`src/rtl/core/tcr_pkg.sv`:
```
`default_nettype none

package tcr_pkg;

	// Command channel payload: one received byte plus the live converter readings
	typedef struct packed {
		logic [7:0] rx_byte;
		logic [7:0] adc_x;
		logic [7:0] adc_y;
		logic [7:0] adc_z;
	} cmd_t;

	// Response channel payload: one transmitted byte
	typedef struct packed {
		logic [7:0] tx_byte;
		logic       last_of_run;
		logic       led_on;
	} rsp_t;

	// Kind of response run
	typedef enum logic [2:0] {
		RK_META,
		RK_CHAN_SENS,
		RK_CHAN_ACT,
		RK_SAMPLE,
		RK_ACK
	} resp_kind_t;

	localparam int unsigned HDR_LEN  = 6;
	localparam int unsigned IDX_W    = 6;
	localparam int unsigned RUN_HEAD = 3;

	localparam logic [7:0] META_BODY [22] = '{
		8'd3, 8'd4, 8'd0, 8'd1, 8'd0, 8'd1,
		8'd4, 8'd10, 8'd0, 8'd0, 8'd0, 8'd0, 8'd0, 8'd0, 8'd0, 8'd0, 8'd0, 8'd1,
		8'd13, 8'd2, 8'd0, 8'd4
	};

	localparam logic [7:0] CHAN_SENS_BODY [36] = '{
		8'd3, 8'd4, 8'd0, 8'd3, 8'd0, 8'd1,
		8'd11, 8'd1, 8'd0,
		8'd12, 8'd10, 8'd128, 8'd128, 8'd128, 8'd130, 8'd128, 8'd124,
		8'd128, 8'd128, 8'd128, 8'd128,
		8'd13, 8'd1, 8'd0, 8'd14, 8'd1, 8'd255, 8'd40, 8'd1, 8'd0,
		8'd41, 8'd1, 8'd1, 8'd42, 8'd1, 8'd8
	};

	localparam logic [7:0] CHAN_ACT_BODY [36] = '{
		8'd3, 8'd4, 8'd0, 8'd3, 8'd0, 8'd1,
		8'd11, 8'd1, 8'd1,
		8'd12, 8'd10, 8'd128, 8'd128, 8'd128, 8'd132, 8'd130, 8'd122,
		8'd126, 8'd128, 8'd128, 8'd128,
		8'd13, 8'd1, 8'd0, 8'd14, 8'd1, 8'd255, 8'd40, 8'd1, 8'd0,
		8'd41, 8'd1, 8'd1, 8'd42, 8'd1, 8'd8
	};

	// Total run length in bytes, including the three-byte run head
	function automatic logic [IDX_W-1:0] resp_len(input resp_kind_t kind);
		logic [IDX_W-1:0] len;
		case (kind)
			RK_META:      len = 6'd25;
			RK_CHAN_SENS: len = 6'd39;
			RK_CHAN_ACT:  len = 6'd39;
			RK_SAMPLE:    len = 6'd4;
			RK_ACK:       len = 6'd3;
			default:      len = 6'd3;
		endcase
		return len;
	endfunction

	// Byte at position idx of a run
	function automatic logic [7:0] resp_byte(input resp_kind_t kind,
			input logic [IDX_W-1:0] idx, input logic [7:0] sample);
		logic [IDX_W-1:0] bi;
		logic [7:0]       b;
		bi = idx - IDX_W'(RUN_HEAD);
		if (idx == 6'd0) begin
			b = 8'd1;
		end else if (idx == 6'd1) begin
			b = 8'd0;
		end else if (idx == 6'd2) begin
			b = 8'(resp_len(kind) - IDX_W'(RUN_HEAD));
		end else begin
			case (kind)
				RK_META:      b = META_BODY[bi[4:0]];
				RK_CHAN_SENS: b = CHAN_SENS_BODY[bi];
				RK_CHAN_ACT:  b = CHAN_ACT_BODY[bi];
				RK_SAMPLE:    b = sample;
				default:      b = 8'd0;
			endcase
		end
		return b;
	endfunction

endpackage

`default_nettype wire

```
`src/rtl/core/teds_command_responder.sv`:
```
`default_nettype none
// The first response byte of a frame passes the pending, run-generator and output registers.
// Throughput: one command byte per cycle unless cmd_stall is high; response bytes leave at one
// per cycle from the run generator while rsp_stall is low, a run of 3 to 39 bytes, with no gap between queued runs.
// Command input stalls while one decoded response waits behind the run in progress.
// Reset (arst_n low, asynchronous) clears the frame state, the LED flag and all queued runs.

module teds_command_responder #(
	parameter int unsigned MAX_DATA_LEN = 255
) (
	input  wire            clk,
	input  wire            arst_n,
	input  wire            cmd_valid,
	output logic           cmd_stall,
	input  tcr_pkg::cmd_t  cmd,
	output logic           rsp_valid,
	input  wire            rsp_stall,
	output tcr_pkg::rsp_t  rsp
);
	import tcr_pkg::*;

	localparam logic [7:0] MAX_LEN = 8'(MAX_DATA_LEN);

	// frame collection state
	logic [7:0] hdr_q [HDR_LEN];
	logic [2:0] pos_q;
	logic [7:0] dcnt_q;
	logic [7:0] d0_q;
	logic [7:0] d1_q;
	logic       led_q;

	// decoded response waiting for the generator
	logic       pend_valid_q;
	resp_kind_t pend_kind_q;
	logic [7:0] pend_sample_q;
	logic       pend_led_q;

	// run in progress
	logic             act_valid_q;
	resp_kind_t       act_kind_q;
	logic [IDX_W-1:0] act_idx_q;
	logic [7:0]       act_sample_q;
	logic             act_led_q;

	// output register
	logic rsp_valid_q;
	rsp_t rsp_q;

	logic       cmd_accept;
	logic       in_hdr;
	logic [7:0] b;
	logic [7:0] hn [HDR_LEN];
	logic [7:0] d0n;
	logic [7:0] d1n;
	logic [7:0] len;
	logic       done;
	logic       matched;
	resp_kind_t kind;
	logic [7:0] sample;
	logic       led_set;
	logic       new_pend;
	logic       out_free;
	logic       emit;
	logic       act_last;
	logic       act_free;
	logic       move;

	// Stall commands only while the held response cannot move into the generator
	assign cmd_accept = cmd_valid & ~cmd_stall;
	assign cmd_stall  = pend_valid_q & ~move;
	assign b          = cmd.rx_byte;
	assign in_hdr     = (pos_q < 3'(HDR_LEN));

	// Build the header as it stands after this byte
	always_comb begin
		for (int i = 0; i < HDR_LEN; i++) begin
			hn[i] = (in_hdr && pos_q == 3'(i)) ? b : hdr_q[i];
		end
	end

	// Capture the first two data bytes and detect frame end
	always_comb begin
		len = (hdr_q[5] > MAX_LEN) ? MAX_LEN : hdr_q[5];
		if (in_hdr) begin
			d0n  = (pos_q == 3'(HDR_LEN - 1)) ? 8'd0 : d0_q;
			d1n  = (pos_q == 3'(HDR_LEN - 1)) ? 8'd0 : d1_q;
			done = (pos_q == 3'(HDR_LEN - 1)) && (b == 8'd0);
		end else begin
			d0n  = (dcnt_q == 8'd0) ? b : d0_q;
			d1n  = (dcnt_q == 8'd1) ? b : d1_q;
			done = ({1'b0, dcnt_q} + 9'd1) >= {1'b0, len};
		end
	end

	// Match the completed frame against the command patterns, first match wins
	always_comb begin
		logic base;
		base    = (hn[0] == 8'd0) && (hn[4] == 8'd0);
		matched = 1'b1;
		kind    = RK_ACK;
		sample  = cmd.adc_z;
		led_set = 1'b0;
		if (hn[1] == 8'd1) begin
			sample = cmd.adc_x;
		end else if (hn[1] == 8'd2) begin
			sample = cmd.adc_y;
		end
		if (base && hn[1] == 8'd0 && hn[2] == 8'd1 && hn[3] == 8'd2 && hn[5] == 8'd2
				&& d0n == 8'd1 && d1n == 8'd0) begin
			kind = RK_META;
		end else if (base && hn[1] inside {[8'd1:8'd4]} && hn[2] == 8'd1 && hn[3] == 8'd2
				&& hn[5] == 8'd2 && d0n == 8'd3 && d1n == 8'd0) begin
			kind = (hn[1] == 8'd4) ? RK_CHAN_ACT : RK_CHAN_SENS;
		end else if (base && hn[1] inside {[8'd1:8'd3]} && hn[2] == 8'd3 && hn[3] == 8'd1
				&& hn[5] == 8'd1 && d0n == 8'd0) begin
			kind = RK_SAMPLE;
		end else if (base && hn[1] == 8'd4 && hn[2] == 8'd3 && hn[3] == 8'd2
				&& hn[5] == 8'd2) begin
			kind    = RK_ACK;
			led_set = (d1n == 8'd1);
		end else begin
			matched = 1'b0;
		end
	end

	assign new_pend = cmd_accept & done & matched;

	// Advance the frame collector on each command transfer
	always_ff @(posedge clk or negedge arst_n) begin
		if (!arst_n) begin
			for (int i = 0; i < HDR_LEN; i++) hdr_q[i] <= 8'd0;
			pos_q  <= 3'd0;
			dcnt_q <= 8'd0;
			d0_q   <= 8'd0;
			d1_q   <= 8'd0;
			led_q  <= 1'b0;
		end else if (cmd_accept) begin
			for (int i = 0; i < HDR_LEN; i++) hdr_q[i] <= hn[i];
			if (done) begin
				pos_q  <= 3'd0;
				dcnt_q <= 8'd0;
				d0_q   <= 8'd0;
				d1_q   <= 8'd0;
				if (matched && led_set) led_q <= 1'b1;
			end else if (in_hdr) begin
				pos_q  <= pos_q + 3'd1;
				dcnt_q <= 8'd0;
				d0_q   <= d0n;
				d1_q   <= d1n;
			end else begin
				dcnt_q <= dcnt_q + 8'd1;
				d0_q   <= d0n;
				d1_q   <= d1n;
			end
		end
	end

	// Run generator handshakes
	assign out_free = ~rsp_valid_q | ~rsp_stall;
	assign emit     = act_valid_q & out_free;
	assign act_last = (act_idx_q == resp_len(act_kind_q) - 6'd1);
	assign act_free = ~act_valid_q | (emit & act_last);
	assign move     = pend_valid_q & act_free;

	// Hold one decoded response until the generator takes it
	always_ff @(posedge clk or negedge arst_n) begin
		if (!arst_n) begin
			pend_valid_q <= 1'b0;
		end else if (new_pend) begin
			pend_valid_q <= 1'b1;
		end else if (move) begin
			pend_valid_q <= 1'b0;
		end
	end

	always_ff @(posedge clk) begin
		if (new_pend) begin
			pend_kind_q   <= kind;
			pend_sample_q <= sample;
			pend_led_q    <= led_q | led_set;
		end
	end

	// Step through the active run, loading the next one when it ends
	always_ff @(posedge clk or negedge arst_n) begin
		if (!arst_n) begin
			act_valid_q <= 1'b0;
		end else if (move) begin
			act_valid_q <= 1'b1;
		end else if (act_free) begin
			act_valid_q <= 1'b0;
		end
	end

	always_ff @(posedge clk) begin
		if (move) begin
			act_kind_q   <= pend_kind_q;
			act_idx_q    <= '0;
			act_sample_q <= pend_sample_q;
			act_led_q    <= pend_led_q;
		end else if (emit) begin
			act_idx_q <= act_idx_q + 6'd1;
		end
	end

	// Output register: load a byte whenever the previous one is taken
	always_ff @(posedge clk or negedge arst_n) begin
		if (!arst_n) begin
			rsp_valid_q <= 1'b0;
		end else if (out_free) begin
			rsp_valid_q <= act_valid_q;
		end
	end

	always_ff @(posedge clk) begin
		if (emit) begin
			rsp_q.tx_byte     <= resp_byte(act_kind_q, act_idx_q, act_sample_q);
			rsp_q.last_of_run <= act_last;
			rsp_q.led_on      <= act_led_q;
		end
	end

	assign rsp_valid = rsp_valid_q;
	assign rsp       = rsp_q;

endmodule

`default_nettype wire

```
`config.mk`:
```
export PLATFORM = sky130hd
export DESIGN_NAME = teds_command_responder
export DESIGN_NICKNAME = d
export VERILOG_FILES = /design/src/rtl/core/tcr_pkg.sv /design/src/rtl/core/teds_command_responder.sv
export SDC_FILE = /design/constraint.sdc
export NUM_CORES = 1
export LEC_CHECK = 0
export BUFFER_PORTS_ARGS = -buffer_cell sky130_fd_sc_hd__clkbuf_2
export CORE_AREA = 4 4 136 138
export CTS_CLUSTER_DIAMETER = 120
export DETAILED_ROUTE_END_ITERATION = 10
export DIE_AREA = 0 0 140 142
export PLACE_DENSITY = 0.66
export SYNTH_ARGS = -nofsm -noshare
export SYNTH_HDL_FRONTEND = slang
export SYNTH_SLANG_ARGS = --single-unit
```
`constraint.sdc`:
```
create_clock -name clk -period 4.65 [get_ports clk]
set_input_delay 0.93 -clock clk [delete_from_list [all_inputs] [get_ports clk]]
set_output_delay 0.93 -clock clk [all_outputs]
set_load 0.05 [all_outputs]
```
After elaboration in Yosys (flattened, before gate mapping)
Memories as Yosys holds them, arrays and structs flattened.
Cells that the tools add are included.
{ "word_totals": {"regBits": 119, "romBits": 1280, "in_bits": 36, "output_inout_bits": 12, "elab_cells": 184, "mem_count": 3} }
{ "classes": {"n_addsub": 7, "order_cmp": 8, "n_eq_ne": 24, "n_mux": 51, "bitwise": 17, "reduce_logical": 49} }
{ "memory_table": {"columns": ["memory", "words", "word_bits", "rd", "rd_ports_with_merged_regs", "write_ports", "line", "text"], "rows": [
  ["(no name shown)", 64, 8, 1, 0, 0, "tcr_pkg.sv:87", "RK_CHAN_ACT: b = CHAN_ACT_BODY[bi];"],
  ["(no name shown)", 64, 8, 1, 0, 0, "tcr_pkg.sv:86", "RK_CHAN_SENS: b = CHAN_SENS_BODY[bi];"],
  ["(no name shown)", 32, 8, 1, 0, 0, "tcr_pkg.sv:85", "RK_META: b = META_BODY[bi[4:0]];"]
]} }
{ "ops": {"columns": ["cell", "n"], "rows": [
  ["two-way mux 8 bit", 26],
  ["== test 8 x 1 -> 1 bit (second input constant)", 7],
  ["zero test 8 bit", 7],
  ["== test 8 x 2 -> 1 bit (second input constant)", 5],
  ["logical AND 1 bit", 32],
  ["one-hot mux 8 bit (4 select lines)", 1],
  ["two-way mux 6 bit", 4],
  ["one-hot mux 6 bit (3 select lines)", 1],
  ["two-way mux 1 bit", 14],
  ["== test 3 x 2 -> 1 bit (second input constant)", 4],
  ["two-way mux 3 bit", 4],
  ["adder 8 x 1 -> 9 bit (second input constant)", 1],
  [">= comparator 9 x 8 -> 1 bit", 1],
  ["adder 8 x 1 -> 8 bit (second input constant)", 1],
  ["== test 8 x 3 -> 1 bit (second input constant)", 1],
  [">= comparator 8 x 1 -> 1 bit (second input constant)", 1],
  ["greater-than comparator 8 bit (second input constant)", 1],
  ["<= comparator 8 x 2 -> 1 bit (second input constant)", 1],
  ["<= comparator 8 x 3 -> 1 bit (second input constant)", 1],
  ["bitwise AND 1 bit", 7],
  [">= comparator 7 bit (second input constant)", 1],
  ["inverter 6 -> 7 bit", 1],
  ["subtractor 6 x 2 -> 7 bit (second input constant)", 1],
  ["adder 6 x 1 -> 6 bit (second input constant)", 1],
  ["other kinds (20)", 32]
]} }

Logic depth before layout (Yosys ltp)
Gate-level depths: netlist of the first run.
{ "logic_depth": {"depth_word": 15, "ltp_mapped": 11, "ltp_nobuf": 11} }

Least setup slack after synthesis of the first run
OpenSTA, ideal clock, no wires.
{ "synth_timing": {"kind": "flip-flop to flip-flop", "start": "register pos_q[1]", "end": "register pend_kind_q[0], enable pin", "setup_ns": 0.380, "arrival_ns": 3.193, "required_ns": 4.270, "path_slack_ns": 1.077, "path_stages_with_launch": 12, "path_buffers": 2, "synth_period_minus_slack_ns": 3.573, "cell_sequence": "dfrtp_1 clkbuf_1 inv_1 ha_1 nor2b_1 clkbuf_1 or4_1 a2111oi_1 nand4_1 o41ai_2 a31oi_1 nor2_1"} }
{ "synth_via": {"elab_chain_len": 14, "elab_cells_between_ends": 72, "cone_classes": "order compare (4); eq/ne (14); mux (15); bitwise (2); reduce/logical (37)"} }
{ "synth_lines": {"columns": ["item", "line", "text"], "rows": [
  ["start: declaration", "teds_command_responder.sv:26", "logic [2:0] pos_q;"],
  ["start signal: assignment", "teds_command_responder.sv:146", "pos_q <= pos_q + 3'd1;"],
  ["less-than comparator 3 bit (tied with other cells)", "teds_command_responder.sv:72", "assign in_hdr = (pos_q < 3'(HDR_LEN));"],
  ["logical AND 1 bit", "teds_command_responder.sv:77", "hn[i] = (in_hdr && pos_q == 3'(i)) ? b : hdr_q[i];"],
  ["two-way mux 8 bit", "teds_command_responder.sv:77", null],
  [">= comparator 8 x 1 -> 1 bit (tied with other cells)", "teds_command_responder.sv:111, teds_command_responder.sv:114", null],
  ["logical AND 1 bit, on equally long branches", "teds_command_responder.sv:114, teds_command_responder.sv:98, teds_command_responder.sv:111", null],
  ["logical AND 1 bit, on equally long branches (3 in series)", "teds_command_responder.sv:114, teds_command_responder.sv:111, teds_command_responder.sv:117", null],
  ["logical AND 1 bit, on equally long branches", "teds_command_responder.sv:115, teds_command_responder.sv:112, teds_command_responder.sv:118", null],
  ["logical AND 1 bit (tied with other cells)", "teds_command_responder.sv:115", "&& hn[5] == 8'd1 && d0n == 8'd0) begin"],
  ["two-way mux 1 bit / logical AND 1 bit (equally long branches)", "teds_command_responder.sv:114, teds_command_responder.sv:112", null],
  ["two-way mux 1 bit", "teds_command_responder.sv:111", "end else if (base && hn[1] inside {[8'd1:8'd4]} && hn[2] == 8'd1 && hn[3] == 8'd2"],
  ["two-way mux 1 bit", "teds_command_responder.sv:108", "if (base && hn[1] == 8'd0 && hn[2] == 8'd1 && hn[3] == 8'd2 && hn[5] == 8'd2"],
  ["bitwise AND 1 bit (*)", "teds_command_responder.sv:126", "assign new_pend = cmd_accept & done & matched;"],
  ["via new_pend", "teds_command_responder.sv:61", "logic new_pend;"],
  ["end signal: assignment", "teds_command_responder.sv:178", "pend_kind_q <= kind;"],
  ["end: declaration", "teds_command_responder.sv:34", "resp_kind_t pend_kind_q;"]
]} }
The timed path passes the listed nets; every way through them passes the cells marked *.
A chain may end at the register's enable or synchronous reset.

Worst setup path in the final report of the first run
{ "layout_timing": {"start": "register act_kind_q[2]", "end": "output port cmd_stall"} }
{ "layout_via": {"elab_chain_len": 10, "elab_cells_between_ends": 13, "cone_classes": "add/sub (1); eq/ne (4); mux (1); bitwise (5); reduce/logical (2)"} }
{ "layout_lines": {"columns": ["item", "line", "text"], "rows": [
  ["start: declaration", "teds_command_responder.sv:40", "resp_kind_t act_kind_q;"],
  ["start signal: assignment", "teds_command_responder.sv:197", "act_kind_q <= pend_kind_q;"],
  ["== test 3 x 2 -> 1 bit / == test 3 x 1 -> 1 bit (equally long branches)", "tcr_pkg.sv:60", "case (kind)"],
  ["OR reduction 2 bit (no source line)", null, null],
  ["one-hot mux 6 bit (3 select lines) (*)", "tcr_pkg.sv:60", null],
  ["subtractor 6 x 1 -> 6 bit (*)", "teds_command_responder.sv:161", "assign act_last = (act_idx_q == resp_len(act_kind_q) - 6'd1);"],
  ["== test 6 bit (*)", "teds_command_responder.sv:161", null],
  ["bitwise AND 1 bit (*)", "teds_command_responder.sv:162", "assign act_free = ~act_valid_q | (emit & act_last);"],
  ["bitwise OR 1 bit (*)", "teds_command_responder.sv:162", null],
  ["bitwise AND 1 bit (*)", "teds_command_responder.sv:163", "assign move = pend_valid_q & act_free;"],
  ["inverter 1 bit (*)", "teds_command_responder.sv:70", "assign cmd_stall = pend_valid_q & ~move;"],
  ["bitwise AND 1 bit (*)", "teds_command_responder.sv:70", null],
  ["end: declaration", "teds_command_responder.sv:14", "output logic cmd_stall,"]
]} }
Mark *: on every way between the ends. The rest lies on a longest branch, timed or not.

==> metrics.md, run 1 <==
| Metric | Value |
|---|---|
| Share of cells above drive strength 1 | `around 22%` |
| Synth top area cells | `dfrtp_1 29%, edfxtp_1 15%, mux2_2 8.3%, ha_1 4.0%, nand2_1 3.7%` |
| Most frequent cell after synthesis | `dfrtp_1` |
| CP Data Required Time | `~3700 ps` |
| Sequential fraction of the synthesis area | `a little under half` |
| Gp weighted congestion | `0.910` |
| RSZ-0062 raised after global routing | `no` |
| Setup violators final | `0` |
| Synth Warn # | `0` |
| CTS tree | `done` |
| #FFs+latches synth | `about 120` |
| CTS sink count | `approximately 120` |
| WL final | `around 16 mm` |
| Layout Nets | `about 760` |
| CTS Hold Bufs | `0` |
| Actual slew at the worst max-slew pin | `about 1100 ps` |
| Post-synth cell types | `76` |
| First-pass GRT wire length | `about 27 mm` |
| Min Tclk post-route | `about 3500 ps` |
| TNS Setup | `0 ps` |
| Pins Over Slew Limit | `0` |
| Inserted Diodes | `0` |
| Grt ovf | `0` |
| Crit. End Element | `primary output` |
| Pre-antenna DRT Iters | `5` |
| Syn_area_per_cell | `10.3 sq um` |
| Final design area excluding fillers | `between 0.007 and 0.008 sq mm` |
| Post-DP Area | `0.00726 sq mm` |
| Post-Synthesis Cells | `approximately 660` |
| Setup Crit Path Kind | `flop to primary output` |
| Initial antenna violation count | `0` |
| Share of Yosys cell area claimed by the top area cell type | `29.0%` |
| Critical path arrival | `between 2000 and 3000 ps` |
| Root buf cell | `clkbuf_16` |
| Utilization after layout | `a little under half` |
| Clock buffer depth | `2` |
| Chip Width | `about 140 um` |
| Die Y | `around 140 um` |
| Post-place setup slack | `between 900 and 1000 ps` |
| Starting Density | `slightly below 40%` |
| Synth top cells by count | `79 x dfrtp_1, 68 x nand2_1, 50 x mux2_2` |
| Worst slew margin | `between 20% and 30%` |
| Via-to-Cell Ratio | `about 5.6` |
| Antenna violation net count after detailed routing | `0` |
| Vias | `between 5,000 and 6,000` |
| CTS buffer count | `17` |
| Die area | `slightly below 0.02 sq mm` |
| Critical Path Fanout Max | `13` |
| Worst skew pair latency | `a little over 400 ps` |
| Fmax | `between 200 and 300 MHz` |
| Starting DRC count in detailed routing | `just under 400` |
| Skew final | `8.84 ps` |
| Tightest Hold Check Type | `flop to flop` |
| FFs w/ async S/R, synth | `between 60 and 70%` |
| Post-Syn Nets | `722` |
| Hold Fails Final Rpt | `0` |
| Layout area overhead | `14.8%` |
| Resize count post-CTS | `0` |
| Peak supply drop | `approximately 0.33 mV` |
| Reg clk slew, reported paths | `around 50 ps` |
| All-Layer GR Usage | `roughly 17%` |
| # rows | `48` |
| PortBufs | `47` |
| Ports | `48` |
| H-tree depth | `4` |
| Post-synth top flop | `dfrtp_1` |
| EDFF count, synth | `34` |
| Core ar. | `0.0172 sq mm` |
| Post-synth top area cell | `dfrtp_1` |
| Leak | `about 0.0033 uW` |
| Number of global-route vias before repair | `~5,100` |
| Worst setup SP type | `flop` |
| # Post-CTS Setup Buffers | `0` |
| Pin count of the biggest net entering global routing | `80` |
| DRC | `0` |
| Crit share post-route | `between 70% and 80%` |
| WL per Instance | `~17 um` |
| Max_cap viols | `0` |
| Outcome | `complete, no violations` |
| Synthesized area | `between 0.006 and 0.007 sq mm` |
| Final hold slack | `414 ps` |
| Final HPWL DP | `between 10 and 15 mm` |
| Final Worst Setup Slack | `1120 ps` |
| Pwr Density | `between 600 and 700 mW/mm^2` |
[routing by layer]
| metal | GRT usage, % | vias to the layer above | wire length (um) |
|---|---|---|---|
| li1 | - | 2549 | - |
| met1 | 23.1 | 2553 | 7720 |
| met2 | 25.8 | 152 | 7530 |
| met3 | 3.73 | 28 | 688 |
| met4 | 5.56 | 0 | 281 |
| met5 | 0 | - | 0 |
[final cells by class]
type / count / area [sq um]
Sequential cell: 119 / 3120
Clock inverter: 9 / 61.3
Multi-Input combinational cell: 489 / 3470
Clock buffer: 22 / 507
Tap cell: 225 / 282
Timing Repair Buffer: 55 / 298
Fill cell: 1627 / 9350
Inverter: 24 / 90.1
[power by group]
group / internal (uW) / leakage (uW) / switching (uW)
clock: 769 / 0.000275 / 463
combinational: 900 / 0.00165 / 1370
sequential: 1390 / 0.00137 / 289
[worst paths after layout]
path / startpoint / to / slack, ps / cells past startpoint
max: act_kind_q[2] / cmd_stall / 1120 / 7
min: pend_sample_q[3] / act_sample_q[3] / 410 / 0
max reg2reg: pos_q[1] / pend_kind_q[1] / 1200 / 10
min reg2reg: pend_sample_q[3] / act_sample_q[3] / 410 / 0
max in group asynchronous: arst_n / hdr_q[25] / 3340 / 1
min in group asynchronous: arst_n / hdr_q[13] / 680 / 1
[cell families (layout without fill, tap and decap cells)]
family | Yosys count | after routing | synth area share, %
buf+inv | 56 | 110 | 3.36
flops | 119 | 119 | 45.7
mux | 58 | 58 | 9.43
xor+xnor | 22 | 22 | 2.83
compound gates | 152 | 152 | 15.9
fa+ha+maj | 22 | 22 | 4.04
simple gates | 235 | 235 | 18.7
[critical path, stage by stage (launching register included)]
cell      delay (ps)
edfxtp_1         580
nor3_2           570
nand4_1          150
o21ai_0          100
nand2_1          110
o31ai_1          350
nor2_1            90
clkbuf_2         260
[stage by stage]
| step | power, uW | std cells |
|---|---|---|
| 4_1_cts | 5190 | 943 |
| 3_3_place_gp | 3910 | 912 |
| 3_5_place_dp | 3930 | 912 |
| 5_1_grt | 5580 | 943 |
| 2_1_floorplan | 3350 | 664 |
| 6_report | 5190 | 943 |
[layout by cell type (no fill, tap or decap), types with 16 or more instances in the layout]
master | netlist | final
mux2_2 | 50 | 50
nand3_1 | 16 | 16
dfrtp_1 | 79 | 79
clkbuf_16 | 0 | 19
ha_1 | 22 | 22
clkbuf_2 | 0 | 46
nor2_1 | 49 | 49
a21oi_1 | 22 | 22
nand2_1 | 68 | 68
o21ai_0 | 32 | 32
a22o_1 | 18 | 18
edfxtp_1 | 34 | 34
inv_1 | 24 | 24
[state kept, by name (all words and copies together) (netlist names)]
name           cells
act_idx_q          6
act_kind_q         3
act_led_q          1
act_sample_q       8
act_valid_q        1
d0_q               8
d1_q               8
dcnt_q             8
hdr_q             48
led_q              1
pend_kind_q        3
pend_led_q         1
pend_sample_q      8
pend_valid_q       1
pos_q              3
rsp               10
rsp_valid          1
(Power assumes the default switching activity.)
==> run 2: changes to the inputs <==
Clock period 4.65 ns to 3.55 ns, I/O delays scaled along.
==> run 2 against run 1 <==
Effect of this change:
- clock power rose by 39%
- sequential cell count did not move
- die area did not move
- highest routed layer unchanged
- combinational power rose by 38%
- largest power group unchanged
- sequential power rose by 27%
- via count rose by 2.3%
- worst setup slack got worse by 810 ps
- critical path type unchanged
==> metrics.md, run 2 (synthesis results as in run 1) <==
| Metric | Value |
|---|---|
| Outcome | `complete, no violations` |
| Pint | `4170 uW (+36%)` |
| # rows | `48 (unchanged)` |
| CP Data Required Time | `2840 ps (-880 ps)` |
| Critical-path top delay cell | `edfxtp_1` |
| Utilization after layout | `46.6% (+1.0 points)` |
| Pre-antenna DRT Iters | `5 (unchanged)` |
| Tightest Hold Check Type | `flop to flop` |
| Worst skew pair latency | `420 ps (about the same)` |
| Initial antenna violation count | `0 (unchanged)` |
| Multi-input logic area | `0.00347 sq mm (+0.14%)` |
| Max_cap viols | `0 (unchanged)` |
| CTS sink count | `119 (unchanged)` |
| Final Worst Setup Slack | `312 ps (-811 ps)` |
| WL final | `16.8 mm (+3.5%)` |
| Crit. End Element | `primary output` |
| Post-DP Area | `0.00741 sq mm (+2.1%)` |
| Gp weighted congestion | `0.885 (-2.7%)` |
| Final HPWL DP | `12.1 mm (+5.1%)` |
| Filler Cells Inserted | `1,669 (+2.6%)` |
| Vias | `5,402 (+2.3%)` |
| Die Y | `142 um (unchanged)` |
| Actual slew at the worst max-slew pin | `1000 ps (-80.7 ps)` |
| Post-place setup slack | `184 ps (-805 ps)` |
| Layout area overhead | `17.4%` |
| Reg clk slew, reported paths | `50 ps (about the same)` |
| Via-to-Cell Ratio | `5.60 (about the same)` |
| TNS Setup | `0 ps (unchanged)` |
| Clock buffer depth | `2 (unchanged)` |
| DRC | `0 (unchanged)` |
| Setup Crit Path Kind | `flop to primary output` |
| Layout Nets | `784 (+2.6%)` |
| First-pass GRT wire length | `28.0 mm (+4.5%)` |
| Largest register FFs | `48 (unchanged)` |
| Crit share post-route | `91.2%` |
| RSZ-0062 raised after global routing | `no` |
| Max Used Layer | `met4` |
| Pwr Density | `871 mW/mm^2 (+31%)` |
| Final hold slack | `412 ps (-2.04 ps)` |
| Root buf cell | `clkbuf_16` |
| Number of global-route vias before repair | `5,395 (+5.9%)` |
| Critical path arrival | `2530 ps (-70 ps)` |
| Fmax | `309 MHz` |
| Met3 routed WL | `818 um (+19%)` |
| H-tree depth | `4 (unchanged)` |
| Critical Path Fanout Max | `7 (-6)` |
| Hold Fails Final Rpt | `0 (unchanged)` |
| Flop pwr share | `30.6% (-1.9 points)` |
| CTS buffer count | `17 (unchanged)` |
| Share of cells above drive strength 1 | `24.6% (+2.2 points)` |
| CTS tree | `done` |
| Chip Width | `140 um (unchanged)` |
| Die area | `0.0199 sq mm (unchanged)` |
| M1 WL | `7.78 mm (+0.79%)` |
| PortBufs | `47 (unchanged)` |
| Skew final | `9.53 ps (+0.695 ps)` |
| Inserted Diodes | `0 (unchanged)` |
| Met2 WL post-DR | `7.94 mm (+5.5%)` |
| Starting DRC count in detailed routing | `514 (+32%)` |
| Most common cell after layout, fill and taps aside | `dfrtp_1` |
| CTS Hold Bufs | `0 (unchanged)` |
| Comb pwr share | `44.9% (+1.1 points)` |
| Commonest cells after routing, fill and taps aside | `79 x dfrtp_1, 68 x nand2_1, 50 x mux2_2` |
| Starting Density | `39.7% (unchanged)` |
| FF/Latch Area | `0.00312 sq mm (unchanged)` |
| Pins Over Slew Limit | `0 (unchanged)` |
| Min Tclk post-route | `between 3000 and 4000 ps` |
| Worst slew margin | `33.3% (+5.9 points)` |
| Ports | `48 (unchanged)` |
| CP bufs+invs | `2 (+1)` |
| Peak supply drop | `0.461 mV (+40%)` |
| Switching share of power | `40.1% (-0.79 points)` |
| Switching pwr | `2800 uW (+32%)` |
| Setup violators final | `0 (unchanged)` |
| Worst setup SP type | `flop` |
| Slowest Stage Delay on Critical Path | `490 ps (-90 ps)` |
| Grt ovf | `0 (unchanged)` |
| Core ar. | `0.0172 sq mm (unchanged)` |
| WL per Instance | `17.4 um (+1.2%)` |
| Final design area excluding fillers | `0.00800 sq mm (+2.3%)` |
| Antenna violation net count after detailed routing | `0 (unchanged)` |
| All-Layer GR Usage | `17.4% (+0.83 points)` |
| Pin count of the biggest net entering global routing | `80 (unchanged)` |
| Largest Register | `hdr_q` |
| Leak | `0.00341 uW (+3.3%)` |
| Clock power share | `24.5% (+0.7 points)` |
| Worst-path cell chain | `nand2b_4 -> a21oi_1 -> xnor2_1 -> nand2_1 -> o31ai_1 -> buf_4 -> nor2_1 -> clkbuf_2` |
| CP top delay family | `compound AO/OA/AOI/OAI gates` |
[run 2: power by group through the flow]
stage               Combinational [uW]  Sequential [uW]  Clock, uW
CTS                               3090             2130       1740
floorplan                         2250             2140          0
global route                      3470             2190       1810
detailed placement                3080             2150          0
global placement                  3060             2140          0
finish                            3130             2130       1710
[run 2: worst register-to-register path, stage by stage (launching register included)]
cell and delay (ps):
dfrtp_1 380, inv_1 110, ha_1 320, nand3b_1 390, mux2i_1 410, o211ai_1 150, nor4_2 370, nor4b_1 290
a31oi_1 120, nor2_2 160, buf_4 200
[run 2: final cells by class]
class	count	share of cell area (%)
Multi-Input combinational cell	489	43.4
Inverter	24	1.13
Sequential cell	119	39.0
Clock buffer	20	5.46
Timing Repair Buffer	75	5.60
Tap cell	225	3.52
Clock inverter	12	1.91
[run 2: what timing repair did]
action | CTS | global route
gates resized for setup | 0 | 1
buffers inserted | 0 | 0
endpoints found under the setup margin | 0 | 6
[run 2: per-layer routing]
| metal | vias to the layer above | GRT usage, % |
|---|---|---|
| met5 | - | 0 |
| met1 | 2613 | 23.5 |
| met4 | 0 | 5.51 |
| li1 | 2598 | - |
| met3 | 23 | 4.17 |
| met2 | 168 | 28.0 |
[run 2: through the flow]
| step | cells | power (uW) |
|---|---|---|
| after floorplan | 664 | 4390 |
| after global placement | 932 | 5200 |
| after detailed placement | 932 | 5230 |
| after CTS | 964 | 6970 |
| after global routing | 964 | 7470 |
| final | 964 | 6970 |
[run 2: path summary, 6_finish.rpt]
kind,from,endpoint,slack (ps),cells after the start
min reg2reg,pend_kind_q[1],act_kind_q[1],410,0
min in group asynchronous,arst_n,hdr_q[40],460,1
max reg2reg,pos_q[1],pend_led_q,360,10
max in group asynchronous,arst_n,led_q,2440,1
max,act_kind_q[0],cmd_stall,310,8
min,pend_kind_q[1],act_kind_q[1],410,0
==> run 3: changes to the inputs <==
Settings changed: ABC_AREA set to 1, CORE_AREA 4 4 136 138 to 4 4 146 148, DIE_AREA 0 0 140 142 to 0 0 150 152, SKIP_LAST_GASP set to 1.
==> run 3 against run 2 <==
Effect of this change:
- non-clock buffer count decreased by 13
- sequential share of layout area decreased by 4.2 points
- register-to-register slack about the same
- sequential power about the same
- count of clock-buffer cells in the layout decreased by 1
- critical path type is now flop to flop
- highest routed layer unchanged
==> metrics.md, run 3 <==
| Metric | Value |
|---|---|
| # rows | `52 (+8.3%)` |
| Pwr Density | `847 mW/mm^2 (-2.7%)` |
| Area share of fa/ha/maj cells after synthesis | `3.50% (-0.54 points)` |
| Flop pwr share | `27.8% (-2.8 points)` |
| Hold Fails Final Rpt | `0 (unchanged)` |
| Share of cells above drive strength 1 | `11.5% (-13 points)` |
| Core ar. | `0.0200 sq mm (+17%)` |
| Synth Warn # | `0 (unchanged)` |
| Min Tclk post-route | `3190 ps (-51.9 ps)` |
| Comb pwr share | `47.5% (+2.6 points)` |
| Post-synthesis compound-gate area fraction | `11.5% (-4.3 points)` |
| Crit. End Element | `flop` |
| First-pass GRT wire length | `33.3 mm (+19%)` |
| # Post-CTS Setup Buffers | `0 (unchanged)` |
| Starting Density | `39.3% (-0.43 points)` |
| Critical path arrival | `3310 ps (+780 ps)` |
| Post-synth cell types | `49 (-36%)` |
| Layout Nets | `1,219 (+55%)` |
| Post-DP Area | `0.00834 sq mm (+13%)` |
| Power, Total | `7610 uW (+9.1%)` |
| Tightest Hold Check Type | `flop to flop` |
| Grt ovf | `0 (unchanged)` |
| Post-synth top area cell | `dfrtp_1` |
| CTS sink count | `119 (unchanged)` |
| H-tree depth | `4 (unchanged)` |
| Inserted Diodes | `0 (unchanged)` |
| Setup Crit Path Kind | `flop to flop` |
| Chip Width | `150 um (+7.1%)` |
| Ports | `48 (unchanged)` |
| Most common cell after layout, fill and taps aside | `nand2_1` |
| Critical Path Fanout Max | `15 (+8)` |
| Max_cap viols | `0 (unchanged)` |
| Antenna violation net count after detailed routing | `0 (unchanged)` |
| Final design area excluding fillers | `0.00898 sq mm (+12%)` |
| Slowest Stage Delay on Critical Path | `430 ps (-60 ps)` |
| Clock power share | `24.7% (+0.2 points)` |
| Share of Yosys cell area claimed by the top area cell type | `25.1% (-3.9 points)` |
| Die Y | `152 um (+7.0%)` |
| Fmax | `314 MHz (+1.6%)` |
| Synth top cells by count | `332 x nand2_1, 144 x inv_1, 116 x o21ai_0` |
| Syn_area_per_cell | `7.05 sq um (-31%)` |
| Switching share of power | `44.8% (+4.7 points)` |
| Mux contribution to synthesized area | `0% (-9.4 points)` |
| Via-to-Cell Ratio | `4.99 (-11%)` |
| Switching pwr | `3410 uW (+22%)` |
| Die area | `0.0228 sq mm (+15%)` |
| Pint | `4200 uW (+0.57%)` |
| Actual slew at the worst max-slew pin | `1060 ps (+57.4 ps)` |
| WL per Instance | `13.5 um (-22%)` |
| CTS Hold Bufs | `0 (unchanged)` |
| All-Layer GR Usage | `17.9% (+0.47 points)` |
| Worst setup SP type | `flop` |
| Resize count post-CTS | `0 (unchanged)` |
| Setup violators final | `0 (unchanged)` |
| Pin count of the biggest net entering global routing | `94 (+18%)` |
| Final HPWL DP | `13.9 mm (+15%)` |
| FFs w/ async S/R, synth | `66.4% (unchanged)` |
| Pre-antenna DRT Iters | `5 (unchanged)` |
| Worst slew margin | `29.5% (-3.8 points)` |
| Clock buffer depth | `2 (unchanged)` |
| EDFF count, synth | `34 (unchanged)` |
| Largest Register | `hdr_q` |
| #FFs+latches synth | `119 (unchanged)` |
| Outcome | `complete, no violations` |
| Largest family of logic cells by synthesized area | `simple AND/OR/NAND/NOR gates` |
| Crit share post-route | `89.8% (-1.5 points)` |
| Leak | `0.00441 uW (+29%)` |
| CTS tree | `done` |
| TNS Setup | `0 ps (unchanged)` |
| Number of global-route vias before repair | `6,856 (+27%)` |
| Synth Area in Simple Gates | `34.1% (+15 points)` |
| Reg clk slew, reported paths | `60 ps (about the same)` |
| Pins Over Slew Limit | `0 (unchanged)` |
| PortBufs | `47 (unchanged)` |
| Xor/xnor share of the synthesized area | `1.11% (-1.7 points)` |
| DRC | `0 (unchanged)` |
| Commonest cells after routing, fill and taps aside | `332 x nand2_1, 144 x inv_1, 116 x o21ai_0` |
| WL final | `19.5 mm (+16%)` |
| Most frequent cell after synthesis | `nand2_1` |
| Vias | `7,204 (+33%)` |
| Root buf cell | `clkbuf_16` |
| Starting DRC count in detailed routing | `504 (-1.9%)` |
| Critical-path top delay cell | `ha_1` |
| Synthesized area | `0.00787 sq mm (+15%)` |
| CP Data Required Time | `3680 ps (+840 ps)` |
| Gp weighted congestion | `0.927 (+4.8%)` |
| Skew final | `17.4 ps (+7.84 ps)` |
| Post-synth top flop | `dfrtp_1` |
| Sequential fraction of the synthesis area | `39.6% (-6.1 points)` |
| Peak supply drop | `0.379 mV (-18%)` |
| Post-Syn Nets | `1,173 (+62%)` |
| Crit path top cell by count | `nor2_1` |
| Post-Synthesis Cells | `1,115 (+68%)` |
| Initial antenna violation count | `0 (unchanged)` |
| Worst-path cell chain | `inv_2 -> ha_1 -> nand2_4 -> nand2_1 -> nand2_1 -> nor2_1 -> nand3_1 -> clkinv_1 -> nand3_1 -> nor2_1 -> nand3b_1 -> nand3_2 -> nor2_1 -> nor2_1 -> buf_4` |
| CTS buffer count | `17 (unchanged)` |
| Layout area overhead | `14.1%` |
| Worst skew pair latency | `430 ps (about the same)` |
| RSZ-0062 raised after global routing | `no` |
| Synth top area cells | `dfrtp_1 25%, nand2_1 16%, edfxtp_1 13%, o21ai_0 7.4%, inv_1 6.9%` |
| Largest register FFs | `48 (unchanged)` |
[run 3: cells by family (layout without fill, tap and decap cells)]
kind of cell / count (synthesis) / after routing
fa+ha+maj: 22 / 22
compound gates: 170 / 170
xor+xnor: 10 / 10
flops: 119 / 119
buf+inv: 187 / 246
simple gates: 607 / 607
[run 3: routing by layer]
metal | share of wire (%) | track usage [%] | vias to the layer above
li1 | - | - | 3701
met1 | 46 | 23.3 | 3294
met2 | 48 | 29.1 | 175
met3 | 3.7 | 3.75 | 34
met4 | 2.6 | 7.10 | 0
met5 | 0 | 0 | -
[run 3: worst max-delay path, delay by kind of cell, from the launching register on]
kind          cells  cell delay (ps)
fa+ha+maj         1              430
buf+inv           3              600
flops             1              420
simple gates     11             1440
[run 3: power by group through the flow]
stage               Combinational (uW)  Sequential [uW]  Clock (uW)
global route                      4130             2170        1980
global placement                  3540             2110           0
floorplan                         2730             2200           0
detailed placement                3570             2120           0
CTS                               3600             2110        1910
finish                            3610             2110        1880
[run 3: final cells by class]
class	count	area [sq um]
Timing Repair Buffer	62	350
Fill cell	2033	11100
Sequential cell	119	3120
Clock inverter	13	204
Tap cell	270	338
Inverter	152	578
Clock buffer	19	433
Multi-Input combinational cell	809	3960
[run 3: final timing paths]
check | cells after the start | slack [ps] | to | from
min in group asynchronous | 1 | 440 | hdr_q[8] | arst_n
hold / removal | 0 | 410 | rsp[0] | act_led_q
setup reg to reg | 15 | 360 | pend_kind_q[1] | pos_q[1]
hold reg to reg | 0 | 410 | rsp[0] | act_led_q
max in group asynchronous | 1 | 2380 | hdr_q[32] | arst_n
setup / recovery | 15 | 360 | pend_kind_q[1] | pos_q[1]
[run 3: per-stage QoR]
| stage | utilization, % | cells | hold slack (ps) | worst slack [ps] |
|---|---|---|---|---|
| 3_3_place_gp | 41.6 | 1412 | 401 | 423 |
| 6_report | 44.8 | 1444 | 415 | 364 |
| 5_1_grt | 44.8 | 1444 | 428 | 60.5 |
| 3_5_place_dp | 41.6 | 1412 | 405 | 407 |
| 4_1_cts | 44.8 | 1444 | 418 | 373 |
| 2_1_floorplan | - | 1115 | 400 | 516 |
